$ cat config.mk
export PLATFORM = sky130hd
export DESIGN_NAME = imu_offset_calibrate_correct
export DESIGN_NICKNAME = d
export VERILOG_FILES = /design/src/design/ioc_pkg.sv /design/src/design/ioc_serial_div.sv /design/src/design/ioc_core.sv /design/src/design/imu_offset_calibrate_correct.sv
export SDC_FILE = /design/constraint.sdc
export NUM_CORES = 1
export LEC_CHECK = 0
export ABC_AREA = 1
export BUFFER_PORTS_ARGS = -buffer_cell sky130_fd_sc_hd__buf_2
export CAP_MARGIN = 5
export CORE_AREA = 2 2 197 277
export DETAILED_ROUTE_END_ITERATION = 12
export DIE_AREA = 0 0 199 279
export PLACE_DENSITY = 0.82
export SETUP_SLACK_MARGIN = 0.1
export SLEW_MARGIN = 40
export SYNTH_ARGS = -nofsm -noshare
export SYNTH_HDL_FRONTEND = slang
export SYNTH_HIERARCHICAL = 1
export SYNTH_SLANG_ARGS = --single-unit
$ cat constraint.sdc
create_clock -name clk_i -period 26.2 [get_ports clk_i]
set_input_delay 3.93 -clock clk_i [delete_from_list [all_inputs] [get_ports clk_i]]
set_output_delay 3.93 -clock clk_i [all_outputs]
set_load 0.1 [all_outputs]
$ cat src/design/ioc_pkg.sv
package ioc_pkg;

  localparam int unsigned NumAxes      = 6;
  localparam int unsigned NumAccel     = 3;
  localparam int unsigned RawW         = 16;
  localparam int unsigned CorrW        = 17;
  localparam int unsigned SumW         = 33;
  localparam int unsigned CalW         = 16;
  localparam int unsigned CmdW         = 2;
  localparam int unsigned AxisW        = 3;
  localparam int unsigned InDataW      = 96;
  localparam int unsigned OutDataW     = 104;
  localparam int unsigned CountBitsDef = 16;

  localparam logic [CalW-1:0] CalCountRst = 16'd100;

  localparam logic signed [RawW-1:0] HalfG = 16'sd8192;
  localparam logic signed [RawW-1:0] OneG  = 16'sd16384;

  localparam logic [CmdW-1:0] CmdMeasure = 2'd0;
  localparam logic [CmdW-1:0] CmdStart   = 2'd1;
  localparam logic [CmdW-1:0] CmdSample  = 2'd2;

  typedef struct packed {
    logic [CmdW-1:0]                 cmd;
    logic [NumAxes-1:0][RawW-1:0]    raw;
  } ioc_item_t;

  typedef struct packed {
    logic [NumAxes-1:0][CorrW-1:0]   corr;
    logic                            calib_done;
  } ioc_result_t;

  // Removes one g from an accelerometer reading that is near plus or minus one g.
  function automatic logic [RawW-1:0] fold_g(input logic [RawW-1:0] raw);
    logic signed [RawW-1:0] s;
    s = $signed(raw);
    if (s > HalfG) begin
      return raw - OneG;
    end else if (s < -HalfG) begin
      return raw + OneG;
    end
    return raw;
  endfunction

endpackage

$ cat src/design/ioc_serial_div.sv
module ioc_serial_div import ioc_pkg::*; (
  input  logic            clk_i,
  input  logic            rst_ni,
  input  logic            start_i,
  input  logic [SumW-1:0] dividend_i,
  input  logic [CalW-1:0] divisor_i,
  output logic            done_o,
  output logic [RawW-1:0] quotient_o
);

  localparam int unsigned StepW = $clog2(SumW);

  logic             busy_q, busy_d;
  logic             done_q, done_d;
  logic             neg_q, neg_d;
  logic [StepW-1:0] step_q, step_d;
  logic [SumW-1:0]  num_q, num_d;
  logic [CalW-1:0]  rem_q, rem_d;
  logic [CalW:0]    rem_sh;
  logic [CalW:0]    rem_sub;
  logic             ge;

  assign rem_sh  = {rem_q, num_q[SumW-1]};
  assign rem_sub = rem_sh - {1'b0, divisor_i};
  assign ge      = rem_sh >= {1'b0, divisor_i};

  always_comb begin
    busy_d = busy_q;
    done_d = 1'b0;
    neg_d  = neg_q;
    step_d = step_q;
    num_d  = num_q;
    rem_d  = rem_q;
    if (start_i) begin
      busy_d = 1'b1;
      neg_d  = dividend_i[SumW-1];
      num_d  = dividend_i[SumW-1] ? (~dividend_i + SumW'(1)) : dividend_i;
      rem_d  = '0;
      step_d = StepW'(SumW - 1);
    end else if (busy_q) begin
      num_d = {num_q[SumW-2:0], ge};
      rem_d = ge ? rem_sub[CalW-1:0] : rem_sh[CalW-1:0];
      if (step_q == '0) begin
        busy_d = 1'b0;
        done_d = 1'b1;
      end else begin
        step_d = step_q - StepW'(1);
      end
    end
  end

  always_ff @(posedge clk_i or negedge rst_ni) begin
    if (!rst_ni) begin
      busy_q <= 1'b0;
      done_q <= 1'b0;
      neg_q  <= 1'b0;
      step_q <= '0;
      num_q  <= '0;
      rem_q  <= '0;
    end else begin
      busy_q <= busy_d;
      done_q <= done_d;
      neg_q  <= neg_d;
      step_q <= step_d;
      num_q  <= num_d;
      rem_q  <= rem_d;
    end
  end

  assign done_o     = done_q;
  assign quotient_o = neg_q ? (~num_q[RawW-1:0] + RawW'(1)) : num_q[RawW-1:0];

endmodule

$ cat src/design/ioc_core.sv
module ioc_core import ioc_pkg::*; #(
  parameter int unsigned CountBits = CountBitsDef
) (
  input  logic        clk_i,
  input  logic        rst_ni,
  input  logic        start_i,
  input  ioc_item_t   item_i,
  input  logic [CalW-1:0] calib_count_i,
  input  logic        out_free_i,
  output logic        idle_o,
  output logic        done_o,
  output ioc_result_t result_o
);

  localparam int unsigned CmpW = (CountBits > CalW) ? CountBits : CalW;

  localparam logic [2:0] StIdle    = 3'd0;
  localparam logic [2:0] StMeas    = 3'd1;
  localparam logic [2:0] StAcc     = 3'd2;
  localparam logic [2:0] StDivGo   = 3'd3;
  localparam logic [2:0] StDivWait = 3'd4;
  localparam logic [2:0] StFin     = 3'd5;

  localparam logic [AxisW-1:0] LastAxis = AxisW'(NumAxes - 1);
  localparam logic [CountBits-1:0] CntMax = '1;

  logic [2:0]           state_q, state_d;
  logic [AxisW-1:0]     axis_q, axis_d;
  logic [CountBits-1:0] cnt_q, cnt_d;
  logic                 done_flag_q, done_flag_d;
  logic [RawW-1:0]      raw_q  [NumAxes];
  logic [RawW-1:0]      raw_d  [NumAxes];
  logic [SumW-1:0]      sums_q [NumAxes];
  logic [SumW-1:0]      sums_d [NumAxes];
  logic [RawW-1:0]      offs_q [NumAxes];
  logic [RawW-1:0]      offs_d [NumAxes];
  logic [CorrW-1:0]     corr_q [NumAxes];
  logic [CorrW-1:0]     corr_d [NumAxes];

  logic                 cnt_adv;
  logic [CountBits-1:0] cnt_inc;
  logic                 hit;
  logic [RawW-1:0]      acc_in;
  logic [SumW-1:0]      sum_new;
  logic [CorrW-1:0]     diff;
  logic                 div_start;
  logic                 div_done;
  logic [RawW-1:0]      quotient;

  assign cnt_adv = cnt_q != CntMax;
  assign cnt_inc = cnt_q + CountBits'(cnt_adv);
  assign hit     = cnt_adv && (calib_count_i != '0) &&
                   (CmpW'(cnt_inc) == CmpW'(calib_count_i));
  assign acc_in  = (axis_q < AxisW'(NumAccel)) ? fold_g(raw_q[0]) : raw_q[0];
  assign sum_new = sums_q[0] + {{(SumW - RawW){acc_in[RawW-1]}}, acc_in};
  assign diff    = {raw_q[0][RawW-1], raw_q[0]} - {offs_q[0][RawW-1], offs_q[0]};

  assign div_start = state_q == StDivGo;

  ioc_serial_div u_div (
    .clk_i      (clk_i),
    .rst_ni     (rst_ni),
    .start_i    (div_start),
    .dividend_i (sums_q[0]),
    .divisor_i  (calib_count_i),
    .done_o     (div_done),
    .quotient_o (quotient)
  );

  always_comb begin
    state_d     = state_q;
    axis_d      = axis_q;
    cnt_d       = cnt_q;
    done_flag_d = done_flag_q;
    raw_d       = raw_q;
    sums_d      = sums_q;
    offs_d      = offs_q;
    corr_d      = corr_q;
    case (state_q)
      StIdle: begin
        if (start_i) begin
          axis_d      = '0;
          done_flag_d = 1'b0;
          for (int i = 0; i < NumAxes; i++) begin
            raw_d[i]  = item_i.raw[i];
            corr_d[i] = '0;
          end
          case (item_i.cmd)
            CmdMeasure: state_d = StMeas;
            CmdSample:  state_d = StAcc;
            CmdStart: begin
              for (int i = 0; i < NumAxes; i++) begin
                sums_d[i] = '0;
              end
              cnt_d   = '0;
              state_d = StFin;
            end
            default: state_d = StFin;
          endcase
        end
      end
      StMeas: begin
        for (int i = 0; i < NumAxes - 1; i++) begin
          raw_d[i]  = raw_q[i+1];
          offs_d[i] = offs_q[i+1];
          corr_d[i] = corr_q[i+1];
        end
        raw_d[NumAxes-1]  = raw_q[0];
        offs_d[NumAxes-1] = offs_q[0];
        corr_d[NumAxes-1] = diff;
        axis_d = axis_q + AxisW'(1);
        if (axis_q == LastAxis) begin
          state_d = StFin;
        end
      end
      StAcc: begin
        for (int i = 0; i < NumAxes - 1; i++) begin
          raw_d[i]  = raw_q[i+1];
          sums_d[i] = sums_q[i+1];
        end
        raw_d[NumAxes-1]  = raw_q[0];
        sums_d[NumAxes-1] = sum_new;
        axis_d = axis_q + AxisW'(1);
        if (axis_q == LastAxis) begin
          cnt_d  = cnt_inc;
          axis_d = '0;
          state_d = hit ? StDivGo : StFin;
        end
      end
      StDivGo: begin
        state_d = StDivWait;
      end
      StDivWait: begin
        if (div_done) begin
          for (int i = 0; i < NumAxes - 1; i++) begin
            sums_d[i] = sums_q[i+1];
            offs_d[i] = offs_q[i+1];
          end
          sums_d[NumAxes-1] = sums_q[0];
          offs_d[NumAxes-1] = quotient;
          axis_d = axis_q + AxisW'(1);
          if (axis_q == LastAxis) begin
            done_flag_d = 1'b1;
            state_d     = StFin;
          end else begin
            state_d = StDivGo;
          end
        end
      end
      StFin: begin
        if (out_free_i) begin
          state_d = StIdle;
        end
      end
      default: state_d = StIdle;
    endcase
  end

  always_ff @(posedge clk_i or negedge rst_ni) begin
    if (!rst_ni) begin
      state_q     <= StIdle;
      axis_q      <= '0;
      cnt_q       <= '0;
      done_flag_q <= 1'b0;
      for (int i = 0; i < NumAxes; i++) begin
        sums_q[i] <= '0;
        offs_q[i] <= '0;
      end
    end else begin
      state_q     <= state_d;
      axis_q      <= axis_d;
      cnt_q       <= cnt_d;
      done_flag_q <= done_flag_d;
      sums_q      <= sums_d;
      offs_q      <= offs_d;
    end
  end

  always_ff @(posedge clk_i) begin
    raw_q  <= raw_d;
    corr_q <= corr_d;
  end

  assign idle_o = state_q == StIdle;
  assign done_o = (state_q == StFin) && out_free_i;

  always_comb begin
    for (int i = 0; i < NumAxes; i++) begin
      result_o.corr[i] = corr_q[i];
    end
    result_o.calib_done = done_flag_q;
  end

endmodule

$ cat src/design/imu_offset_calibrate_correct.sv
// Six-axis IMU bias calibration and correction. A word carries a command in tuser
// (0 measure, 1 start calibration, 2 calibration sample) and six signed 16-bit axes
// in tdata; every accepted word yields exactly one output word. A measure or an
// ordinary calibration sample rotates the six axes one per cycle through a single
// adder. The calibration sample that reaches calib_count also runs the six averages
// through one bit-serial divider, one axis after another. The next input word is
// taken as soon as the previous result sits in the output register.
module imu_offset_calibrate_correct import ioc_pkg::*; #(
  parameter int unsigned COUNT_BITS = CountBitsDef
) (
  input  logic                clk_i,
  input  logic                rst_ni,
  input  logic                cfg_we_i,
  input  logic [CalW-1:0]     cfg_wdata_i,
  input  logic                s_axis_tvalid_i,
  output logic                s_axis_tready_o,
  // accel_x_raw, accel_y_raw, accel_z_raw, gyro_x_raw, gyro_y_raw, gyro_z_raw
  input  logic [InDataW-1:0]  s_axis_tdata_i,
  // command
  input  logic [CmdW-1:0]     s_axis_tuser_i,
  output logic                m_axis_tvalid_o,
  input  logic                m_axis_tready_i,
  // accel_x_corr, accel_y_corr, accel_z_corr, gyro_x_corr, gyro_y_corr, gyro_z_corr
  output logic [OutDataW-1:0] m_axis_tdata_o,
  // calib_done
  output logic                m_axis_tuser_o
);

  logic [CalW-1:0] calib_count_q;
  logic            m_valid_q, m_valid_d;
  logic [OutDataW-1:0] m_data_q, m_data_d;
  logic            m_user_q, m_user_d;
  logic            idle;
  logic            core_done;
  logic            out_free;
  logic            start;
  ioc_item_t       item;
  ioc_result_t     result;

  assign out_free = !m_valid_q || m_axis_tready_i;
  assign start    = s_axis_tvalid_i && idle;

  always_comb begin
    item.cmd = s_axis_tuser_i;
    for (int i = 0; i < NumAxes; i++) begin
      item.raw[i] = s_axis_tdata_i[RawW*i +: RawW];
    end
  end

  ioc_core #(
    .CountBits (COUNT_BITS)
  ) u_core (
    .clk_i         (clk_i),
    .rst_ni        (rst_ni),
    .start_i       (start),
    .item_i        (item),
    .calib_count_i (calib_count_q),
    .out_free_i    (out_free),
    .idle_o        (idle),
    .done_o        (core_done),
    .result_o      (result)
  );

  always_comb begin
    m_valid_d = m_valid_q;
    m_data_d  = m_data_q;
    m_user_d  = m_user_q;
    if (core_done) begin
      m_valid_d = 1'b1;
      m_data_d  = '0;
      for (int i = 0; i < NumAxes; i++) begin
        m_data_d[CorrW*i +: CorrW] = result.corr[i];
      end
      m_user_d = result.calib_done;
    end else if (m_axis_tready_i) begin
      m_valid_d = 1'b0;
    end
  end

  always_ff @(posedge clk_i or negedge rst_ni) begin
    if (!rst_ni) begin
      calib_count_q <= CalCountRst;
      m_valid_q     <= 1'b0;
    end else begin
      if (cfg_we_i) begin
        calib_count_q <= cfg_wdata_i;
      end
      m_valid_q <= m_valid_d;
    end
  end

  always_ff @(posedge clk_i) begin
    m_data_q <= m_data_d;
    m_user_q <= m_user_d;
  end

  assign s_axis_tready_o = idle;
  assign m_axis_tvalid_o = m_valid_q;
  assign m_axis_tdata_o  = m_data_q;
  assign m_axis_tuser_o  = m_user_q;

endmodule

==> out/metrics.yaml, run 1 <==
cts_sinks: 693
drt_iter0_drc: 2252
post-route-min-period_ns: 6.06
num-fill-cells: 4087
place_worst_setup_slack_ns: 19.26
grt.overflow.total: 0
crit_slowest_cell: "buf_2"
grt_max_degree: 121
grtUsageMet3: 0.0358
critical_path_arrival_ns: 2.13
gp_congestion: 0.946
wire_per_inst_um: 16.9
crit_path_end_kind: "output pin"
synth_xor_xnor_area_share: 0.00898
cp_cell_sequence: "nor2_2, inv_2, nor2_2, buf_2"
r2r-start: "u_core/raw_q[91]$_DFFE_PP_"
slew_violations: 0
synth_cell_type_count: 55
met2_usage: 0.508
cpMostUsedCell: "nor2_2"
final_cells: 4748
finalHoldWorstSlack_ns: 0.425
synth_ff_type: "dfrtp_1"
synth-simple-area-share: 0.251
crit_required_ns: 22.27
dp.cells: 4624
cellPowerDensity_nw_per_um2: 132
synth_cells: 3815
cts_max_level: 3
final_nets: 4174
rsz0062_at_grt: "false"
synth_edf_count: 301
drcViolationCount: 0
synthArstFlopShare: 0.566
synth_compound_area_frac: 0.0724
yosysWarnings: 6
holdPathEnd: "m_axis_tdata_o[9]$_DFFE_PP_"
yosysSeqAreaShare: 0.568
die-width_um: 199
p_total_mw: 4.86
relSlewSlack: 0.334
hold_start: "u_core/result_o[10]$_SDFFCE_PN0P_"
max-vdd-ir-drop_uv: 114
holdCritPathClass: "reg2reg"
worst-r2r-cell-count: 17
post_cts_buffers: 0
syn_to_final_growth_pct: 11.3
p_leak_nw: 17.9
fin_util: 0.698
num_rows: 100
syn_area_um2: 33200
status: "complete, no violations"
io_buffers: 223
skew_ns: 0.0307
worstSkewPairLatency_ns: 0.62
avgSynthCellArea_um2: 8.70
place_area_um2: 34700
maxCapViolCount: 0
holdPathStages: 0
vias: 26000
max_slew.worst_pin.slew_ns: 0.989
postRouteAntennaNets: 0
drive_gt1_frac: 0.102
synthAdderAreaFrac: 0.0293
fin_area_um2: 36900
ctsHoldBuffers: 0
synth_mux_area_frac: 0.000339
ys_ff_latch: 693
grtUsageMet1: 0.356
core_um2: 52900
dp_hpwl_um: 53800
vias_per_cell: 5.47
r2r_end: "u_core/sums_q[27]$_DFFE_PN0P_"
reg2reg_slack_ns: 22.05
finalHoldViolations: 0
synth_top_family_by_area: "simple AND/OR/NAND/NOR gates"
critPathLaunchType: "register"
cp_max_fo: 7
grt_usage: 0.290
slowest_delay_ns: 0.53
fp.dieH_um: 279
start_util: 0.627
clockBufferDepth: 3
tns_ns: 0
tritoncts: "built"
timing.final.ws_setup_ns: 20.14
num_io_pins: 226
numCtsBuffers: 66
setup_viol: 0
top_usage_layer: "met2"
fmax_ghz: 0.165
period_share: 0.231
antenna_found_initial: 5
clk_pin_slew_worst_paths_ns: 0.07
dieArea_um2: 55500
cts-root-buf: "clkbuf_16"
dr.pass1.iters: 6
grt_pass1_wl_um: 127000
wl_um: 80100
post_cts_resize_count: 0
grt_pass1_vias: 25100
crit_type: "reg2out"
-- worst max-delay path by stage --
stage / from / to / slack [ns] / cells past startpoint
floorplan: m_axis_tready_i / m_axis_tdata_o[0]$_DFFE_PP_ / 11.54 / 4
global placement: rst_ni / u_core/u_div/busy_q$_DFF_PN0_ / 18.93 / 4
detailed placement: rst_ni / u_core/offs_q[79]$_DFFE_PN0P_ / 19.26 / 5
CTS: rst_ni / u_core/offs_q[95]$_DFFE_PN0P_ / 19.88 / 5
global route: s_axis_tvalid_i / u_core/sums_q[29]$_DFFE_PN0P_ / 19.90 / 13
finish: u_core/state_q[0]$_DFFE_PN0P_ / s_axis_tready_o / 20.14 / 4
-- synth_stat cells (8+ instances only) --
cell type	count	area (µm²)
a21oi_1	188	941
o211ai_1	10	75.1
buf_1	14	52.6
o21ai_0	167	836
xnor2_1	8	70.1
buf_4	20	150
dfrtp_1	389	9730
inv_1	382	1430
nand4_1	27	169
nor2_1	339	1270
o22ai_1	16	100
clkbuf_1	84	315
edfxtp_1	301	9040
buf_6	17	191
ha_1	73	913
nor3_1	19	95.1
nand3_1	331	1660
xor2_1	26	228
buf_2	18	90.1
nand3b_1	15	113
nand2_1	1237	4640
nand2_2	19	119
nor4_1	8	50.1
a31oi_1	25	156
-- registers in the layout (all words and copies together), names as in the netlist, 33 cells and up --
signal / cells
u_core/raw_q: 96
u_core/result_o: 102
m_axis_tdata_o: 102
u_core/offs_q: 96
u_core/sums_q: 198
u_core/u_div/num_q: 33
-- where the power goes --
part	internal [mW]	switching, mW
logic	0.508	1.49
clock network	0.537	0.421
registers	1.67	0.237
total	2.72	2.14
-- critical path, delay by kind of cell, from the launching register on --
family | cells | cell delay (ns)
and+or+nand+nor | 2 | 0.48
buffers and inverters | 2 | 0.61
DFF | 1 | 0.44
-- cell usage in the layout (no fill, tap or decap), types with 5 or more instances in the layout --
master	n
clkbuf_8	7
a31oi_1	25
buf_2	222
a21oi_1	188
nor3_1	18
a21o_1	6
inv_2	6
buf_6	9
nor2_1	338
buf_4	13
nor2_4	5
ha_1	73
o211ai_1	10
inv_1	381
o22ai_1	16
nand3b_1	15
nand2_2	20
o21a_1	7
clkinv_1	8
o21bai_1	6
nand2_1	1232
o21ai_1	5
clkbuf_16	67
dfrtp_1	389
edfxtp_1	301
xor2_1	26
nor4_1	7
o21ai_0	166
xnor2_1	8
and2_1	6
nand3_1	331
clkbuf_1	14
nand4_1	27
or2_2	7
clkinv_2	8
-- final cells by class --
class	count	area (µm²)	area share
Tap cell	714	893	0.0242
Inverter	391	1480	0.0400
Clock buffer	87	1810	0.0491
Timing Repair Buffer	250	1430	0.0386
Multi-Input combinational cell	2577	12100	0.327
Antenna cell	4	10.0	0.000271
Sequential cell	693	18900	0.510
Clock inverter	32	375	0.0102
-- cell families (layout without fill, tap and decap cells) --
| kind of cell | Yosys count | after routing |
|---|---|---|
| flops | 693 | 693 |
| xor+xnor | 34 | 34 |
| mux | 1 | 1 |
| fa+ha+maj | 76 | 76 |
| other cells | 1 | 6 |
| simple gates | 2021 | 2021 |
| compound gates | 443 | 443 |
| buf+inv | 546 | 760 |
-- per-layer routing --
layer | part of all wire | routed length [µm]
met1 | 0.39 | 31000
met2 | 0.52 | 41300
met3 | 0.047 | 3790
met4 | 0.048 | 3870
met5 | 0.00015 | 12
Note: power is estimated with default switching activity, not from simulation.
==> inputs of run 2 (changes only) <==
CORE_AREA = 2 2 211 296   (was 2 2 197 277)
DIE_AREA = 0 0 213 298   (was 0 0 199 279)
PLACE_DENSITY = 0.76   (was 0.82)
clock period = 5.3 ns   (was 26.2 ns; I/O delays follow)
==> run 2 against run 1 <==
Compared with the run above:
- register-to-register slack worse by 20 ns
- final cell count up 2.3%
- die area up 14%
- worst setup slack worse by 18 ns
- flip-flop and latch count unchanged
- worst hold slack worse by 0.27 ns
- core utilization down 8.4 points
- via count down 0.76%
- first-iteration DRC count down 3.5%
- sequential power rose to 4.8 times the previous value
- sequential share of layout area down 0.39 points
==> out/metrics.yaml, run 2 (synthesis results as in run 1) <==
grt_pass1_wl_um: 130000
wire_per_inst_um: 16.8
holdCritPathClass: "in2async"
dr.pass1.iters: 5
crit_path_end_kind: "register"
finalHoldViolations: 0
power_switching_mw: 10.7
cp_max_fo: 19
clockBufferDepth: 3
cts_sinks: 693
cts-root-buf: "clkbuf_16"
relSlewSlack: 0.390
swShare: 0.439
r2r_end: "u_core/sums_q[31]$_DFFE_PN0P_"
p_total_mw: 24.4
p_leak_nw: 17.9
p_clk_frac: 0.203
dieArea_um2: 63500
regMostFlops: "u_core/sums_q"
setup_viol: 0
final_nets: 4175
post_cts_buffers: 0
ctsHoldBuffers: 0
post_cts_resize_count: 0
tns_ns: 0
internal-power_mw: 13.7
dp_hpwl_um: 56000
power_frac_comb: 0.417
dp.cells: 4725
max_slew.worst_pin.slew_ns: 0.905
period_share: 0.690
cellPowerDensity_nw_per_um2: 655
reg2reg_slack_ns: 1.64
num_io_pins: 226
clk_pin_slew_worst_paths_ns: 0.07
grt_max_degree: 200
post-route-min-period_ns: 3.66
start_util: 0.547
status: "complete, no violations"
maxCapViolCount: 0
layout_commonest_cell: "nand2_1"
worst-r2r-cell-count: 16
grt.overflow.total: 0
critical_path_arrival_ns: 4.18
r2r-start: "u_core/raw_q[91]$_DFFE_PP_"
grt_pass1_vias: 24800
postRouteAntennaNets: 0
core_um2: 60600
numCtsBuffers: 69
wl_um: 81500
cts_max_level: 3
fmax_ghz: 0.274
tritoncts: "built"
max-vdd-ir-drop_uv: 568
vias_per_cell: 5.31
drcViolationCount: 0
drt_iter0_drc: 2174
final_cells: 4856
die-width_um: 213
crit_type: "reg2reg"
num_rows: 107
seqPwrFrac: 0.380
slew_violations: 0
num-fill-cells: 5158
critPathLaunchType: "register"
syn_to_final_growth_pct: 12.2
crit_required_ns: 5.83
antenna_found_initial: 6
gp_congestion: 0.966
drive_gt1_frac: 0.103
layout_common_cells: "1233 x nand2_1, 389 x dfrtp_1, 381 x inv_1, 338 x nor2_1, 331 x nand3_1"
rsz0062_at_grt: "false"
grt_usage: 0.260
skew_ns: 0.0321
fp.dieH_um: 298
largest_register_ffs: 198
vias: 25800
io_buffers: 223
worstSkewPairLatency_ns: 0.63
run 2: cell count changes in the layout (fill, tap and decap cells not counted), moves of 2 or more:
cell       change
clkbuf_16      +4
clkinv_8       -3
clkbuf_8       -2
clkinv_2       +5
clkbuf_1       -2
buf_12         +5
buf_6          -6
clkinv_4       -2
run 2: critical path: stages, from the launching register on:
cell	delay [ns]
edfxtp_1	0.46
nor3_1	0.25
nand3_1	0.10
nand3b_1	0.17
nand2_1	0.07
nand2_1	0.06
nand2_1	0.09
nand2_1	0.47
ha_1	0.59
a21oi_1	0.31
o21a_1	0.23
o21ai_0	0.14
a31oi_1	0.24
nand2_1	0.08
nand2_1	0.06
nand3_1	0.06
a21oi_1	0.17
run 2: worst max-delay path by stage:
stage / slack, ns / to / cells past startpoint / startpoint
after floorplan: 0.38 / u_core/result_o[100]$_SDFFCE_PN0P_ / 7 / u_core/state_q[0]$_DFFE_PN0P_
final: 1.64 / u_core/sums_q[31]$_DFFE_PN0P_ / 16 / u_core/raw_q[91]$_DFFE_PP_
after global routing: 1.27 / u_core/sums_q[31]$_DFFE_PN0P_ / 16 / u_core/raw_q[91]$_DFFE_PP_
after global placement: 1.68 / u_core/sums_q[31]$_DFFE_PN0P_ / 16 / u_core/raw_q[91]$_DFFE_PP_
after detailed placement: 1.65 / u_core/sums_q[31]$_DFFE_PN0P_ / 16 / u_core/raw_q[91]$_DFFE_PP_
after CTS: 1.59 / u_core/sums_q[31]$_DFFE_PN0P_ / 16 / u_core/raw_q[91]$_DFFE_PP_
run 2: routing by layer:
layer	GRT usage	part of all wire
met5	0	0.00011
met4	0.117	0.042
met3	0.0364	0.048
met2	0.447	0.51
met1	0.325	0.40
run 2: final cells by class:
type                            instances  area, µm²  area share
Timing Repair Buffer                  248       1450      0.0390
Antenna cell                            4       10.0    0.000269
Tap cell                              817       1020      0.0275
Multi-Input combinational cell       2577      12100       0.325
Sequential cell                       693      18900       0.507
Clock buffer                           88       1890      0.0508
Clock inverter                         38        430      0.0116
Inverter                              391       1480      0.0397
run 2: through the flow:
stage | worst slack, ns | cell area, µm² | hold WS, ns | util
after floorplan | 0.376 | 33200 | 0.400 | -
after global placement | 1.68 | 34800 | 0.400 | 0.574
after detailed placement | 1.65 | 34900 | 0.406 | 0.575
after CTS | 1.59 | 37200 | 0.166 | 0.613
after global routing | 1.27 | 37200 | 0.193 | 0.614
final | 1.64 | 37200 | 0.154 | 0.614
run 2: power groups by stage:
stage	Clock (mW)	Combinational, mW	Sequential, mW
floorplan	0	6.61	10.5
global placement	0	9.96	9.25
detailed placement	0	10.1	9.33
CTS	5.06	10.1	9.25
global route	5.26	11.3	9.48
finish	4.95	10.1	9.26
==> inputs of run 3 (changes only) <==
CORE_AREA = 2 2 201 281   (was 2 2 211 296)
DIE_AREA = 0 0 203 283   (was 0 0 213 298)
PLACE_DENSITY = 0.8   (was 0.76)
clock period = 3.8 ns   (was 5.3 ns; I/O delays follow)
==> run 3 against run 2 <==
Compared with the run above:
- non-clock buffer count is 22 higher
- cell area is 0.29% higher
- clock-buffer cell count unchanged
- flip-flop and latch count unchanged
- die area down 9.5%
- total power rose by 41%
- final cell count down 1.4%
- routed wire length is 5.0% higher
- clock skew shrank 0.017 ns
- critical endpoint is now u_core/sums_q[29]$_DFFE_PN0P_
- largest cell class unchanged
==> out/metrics.yaml, run 3 (synthesis results as in run 1) <==
dp.cells: 4658
grt_pass1_vias: 25900
num_io_pins: 226
post-route-min-period_ns: 3.29
r2r_end: "u_core/sums_q[29]$_DFFE_PN0P_"
maxCapViolCount: 0
layout_commonest_cell: "nand2_1"
syn_to_final_growth_pct: 12.5
holdPathStages: 3
slew_violations: 0
clk_pin_slew_worst_paths_ns: 0.07
fin_util: 0.679
crit_buf_inv: 1
relSlewSlack: 0.440
p_leak_nw: 18.0
rsz0062_at_grt: "false"
layout_common_cells: "1232 x nand2_1, 388 x dfrtp_1, 380 x inv_1, 338 x nor2_1, 331 x nand3_1"
dieArea_um2: 57400
crit_path_end_kind: "register"
cp_max_fo: 19
period_share: 0.866
holdCritPathClass: "in2reg"
skew_ns: 0.0152
critPathLaunchType: "register"
r2r-start: "u_core/raw_q[90]$_DFFE_PP_"
tritoncts: "built"
io_buffers: 223
finalHoldWorstSlack_ns: 0.161
finalHoldViolations: 0
final_cells: 4787
die-width_um: 203
numCtsBuffers: 67
worstSkewPairLatency_ns: 0.62
hold_start: "cfg_wdata_i[7]"
grt.overflow.total: 0
holdPathEnd: "calib_count_q[7]$_DFFE_PN0P_"
num_rows: 102
fin_area_um2: 37300
core_um2: 55000
postRouteAntennaNets: 0
fp.dieH_um: 283
gp_congestion: 0.953
dr.pass1.iters: 5
largest_register_ffs: 198
status: "complete, no violations"
wire_per_inst_um: 17.9
post_cts_resize_count: 0
slowest_delay_ns: 0.49
drive_gt1_frac: 0.109
crit_slowest_cell: "edfxtp_1"
regMostFlops: "u_core/sums_q"
critPathTopFamily: "simple AND/OR/NAND/NOR gates"
critical_path_arrival_ns: 3.84
cp_cell_sequence: "nor3_1, nand3_1, nand3b_1, nand2_1, nand2_1, nand2_1, nand2_1, buf_4, ha_1, a21oi_1, nand2_1, a21oi_1, nor2_1, nor2_1, nand2_1, nand2_1, nand3_1, a21oi_1"
drcViolationCount: 0
final_nets: 4195
cts-root-buf: "clkbuf_16"
dp_hpwl_um: 57800
drt_iter0_drc: 2241
place_area_um2: 35000
clockBufferDepth: 3
crit_type: "reg2reg"
vias_per_cell: 5.53
cpMostUsedCell: "nand2_1"
worst-r2r-cell-count: 18
fmax_ghz: 0.304
wl_um: 85500
reg2reg_slack_ns: 0.51
cellPowerDensity_nw_per_um2: 923
grt_pass1_wl_um: 136000
max_slew.worst_pin.slew_ns: 0.832
antenna_found_initial: 4
crit_required_ns: 4.35
post_cts_buffers: 0
cts_sinks: 693
grt_usage: 0.299
cts_max_level: 3
vias: 26500
setup_viol: 0
grt_max_degree: 132
max-vdd-ir-drop_uv: 743
start_util: 0.603
==> run 3: changes by cell type in the layout (fill, tap and decap cells not counted), moves of 2 or more <==
cell        before  now
buf_4           12   29
buf_12           8   15
clkbuf_8         5    8
clkinv_8         0    3
clkinvlp_4       5    2
clkbuf_16       71   69
clkinv_1         9    7
inv_16           2    0
==> run 3: cell type report <==
type                            count  area (µm²)
Fill cell                        4313       17700
Inverter                          391        1480
Timing Repair Buffer              270        1680
Sequential cell                   693       18900
Tap cell                          728         911
Antenna cell                        4        10.0
Multi-Input combinational cell   2577       12100
Clock inverter                     36         420
Clock buffer                       88        1880
==> run 3: worst max path at each step <==
stage	cells after the start	startpoint	to
final	18	u_core/raw_q[90]$_DFFE_PP_	u_core/sums_q[29]$_DFFE_PN0P_
after global routing	18	u_core/raw_q[90]$_DFFE_PP_	u_core/sums_q[24]$_DFFE_PN0P_
after CTS	17	u_core/raw_q[90]$_DFFE_PP_	u_core/sums_q[22]$_DFFE_PN0P_
after detailed placement	17	u_core/raw_q[90]$_DFFE_PP_	u_core/sums_q[22]$_DFFE_PN0P_
after global placement	17	u_core/raw_q[82]$_DFFE_PP_	u_core/sums_q[27]$_DFFE_PN0P_
after floorplan	3	m_axis_tvalid_o$_DFFE_PN0P_	m_axis_tdata_o[0]$_DFFE_PP_
==> run 3: what timing repair did <==
action | in CTS | in global routing
endpoints found under the setup margin | 0 | 0
endpoints found under the hold margin | 7 | 0
hold buffers | 1 | 0
==> run 3: tightest hold or removal path, delay by kind of cell <==
family / cells / cell delay (ns)
simple gates: 2 / 0.10
buf+inv: 1 / 0.08
==> run 3: stage by stage <==
stage | setup WS (ns) | power (mW) | setup TNS [ns]
6_report | 0.508 | 34.5 | 0
4_1_cts | 0.563 | 34.5 | 0
3_3_place_gp | 0.722 | 26.9 | 0
5_1_grt | 0.231 | 36.6 | 0
3_5_place_dp | 0.589 | 27.3 | 0
2_1_floorplan | -0.766 | 23.8 | -79.45
==> run 3: routing by layer <==
metal  share of wire  GRT usage  vias up
met2            0.52      0.533      768
li1                -          -    12700
met5               0          0        -
met3           0.046     0.0339      202
met1            0.39      0.360    12700
met4           0.047      0.143        0
==> run 3: power by group <==
group | internal, mW | leakage (nW) | switching, mW | total (mW)
sequential | 11.5 | 7.95 | 1.50 | 13.0
combinational | 3.76 | 8.97 | 10.8 | 14.5
clock | 3.95 | 1.12 | 2.96 | 6.91
total | 19.2 | 18.0 | 15.2 | 34.5
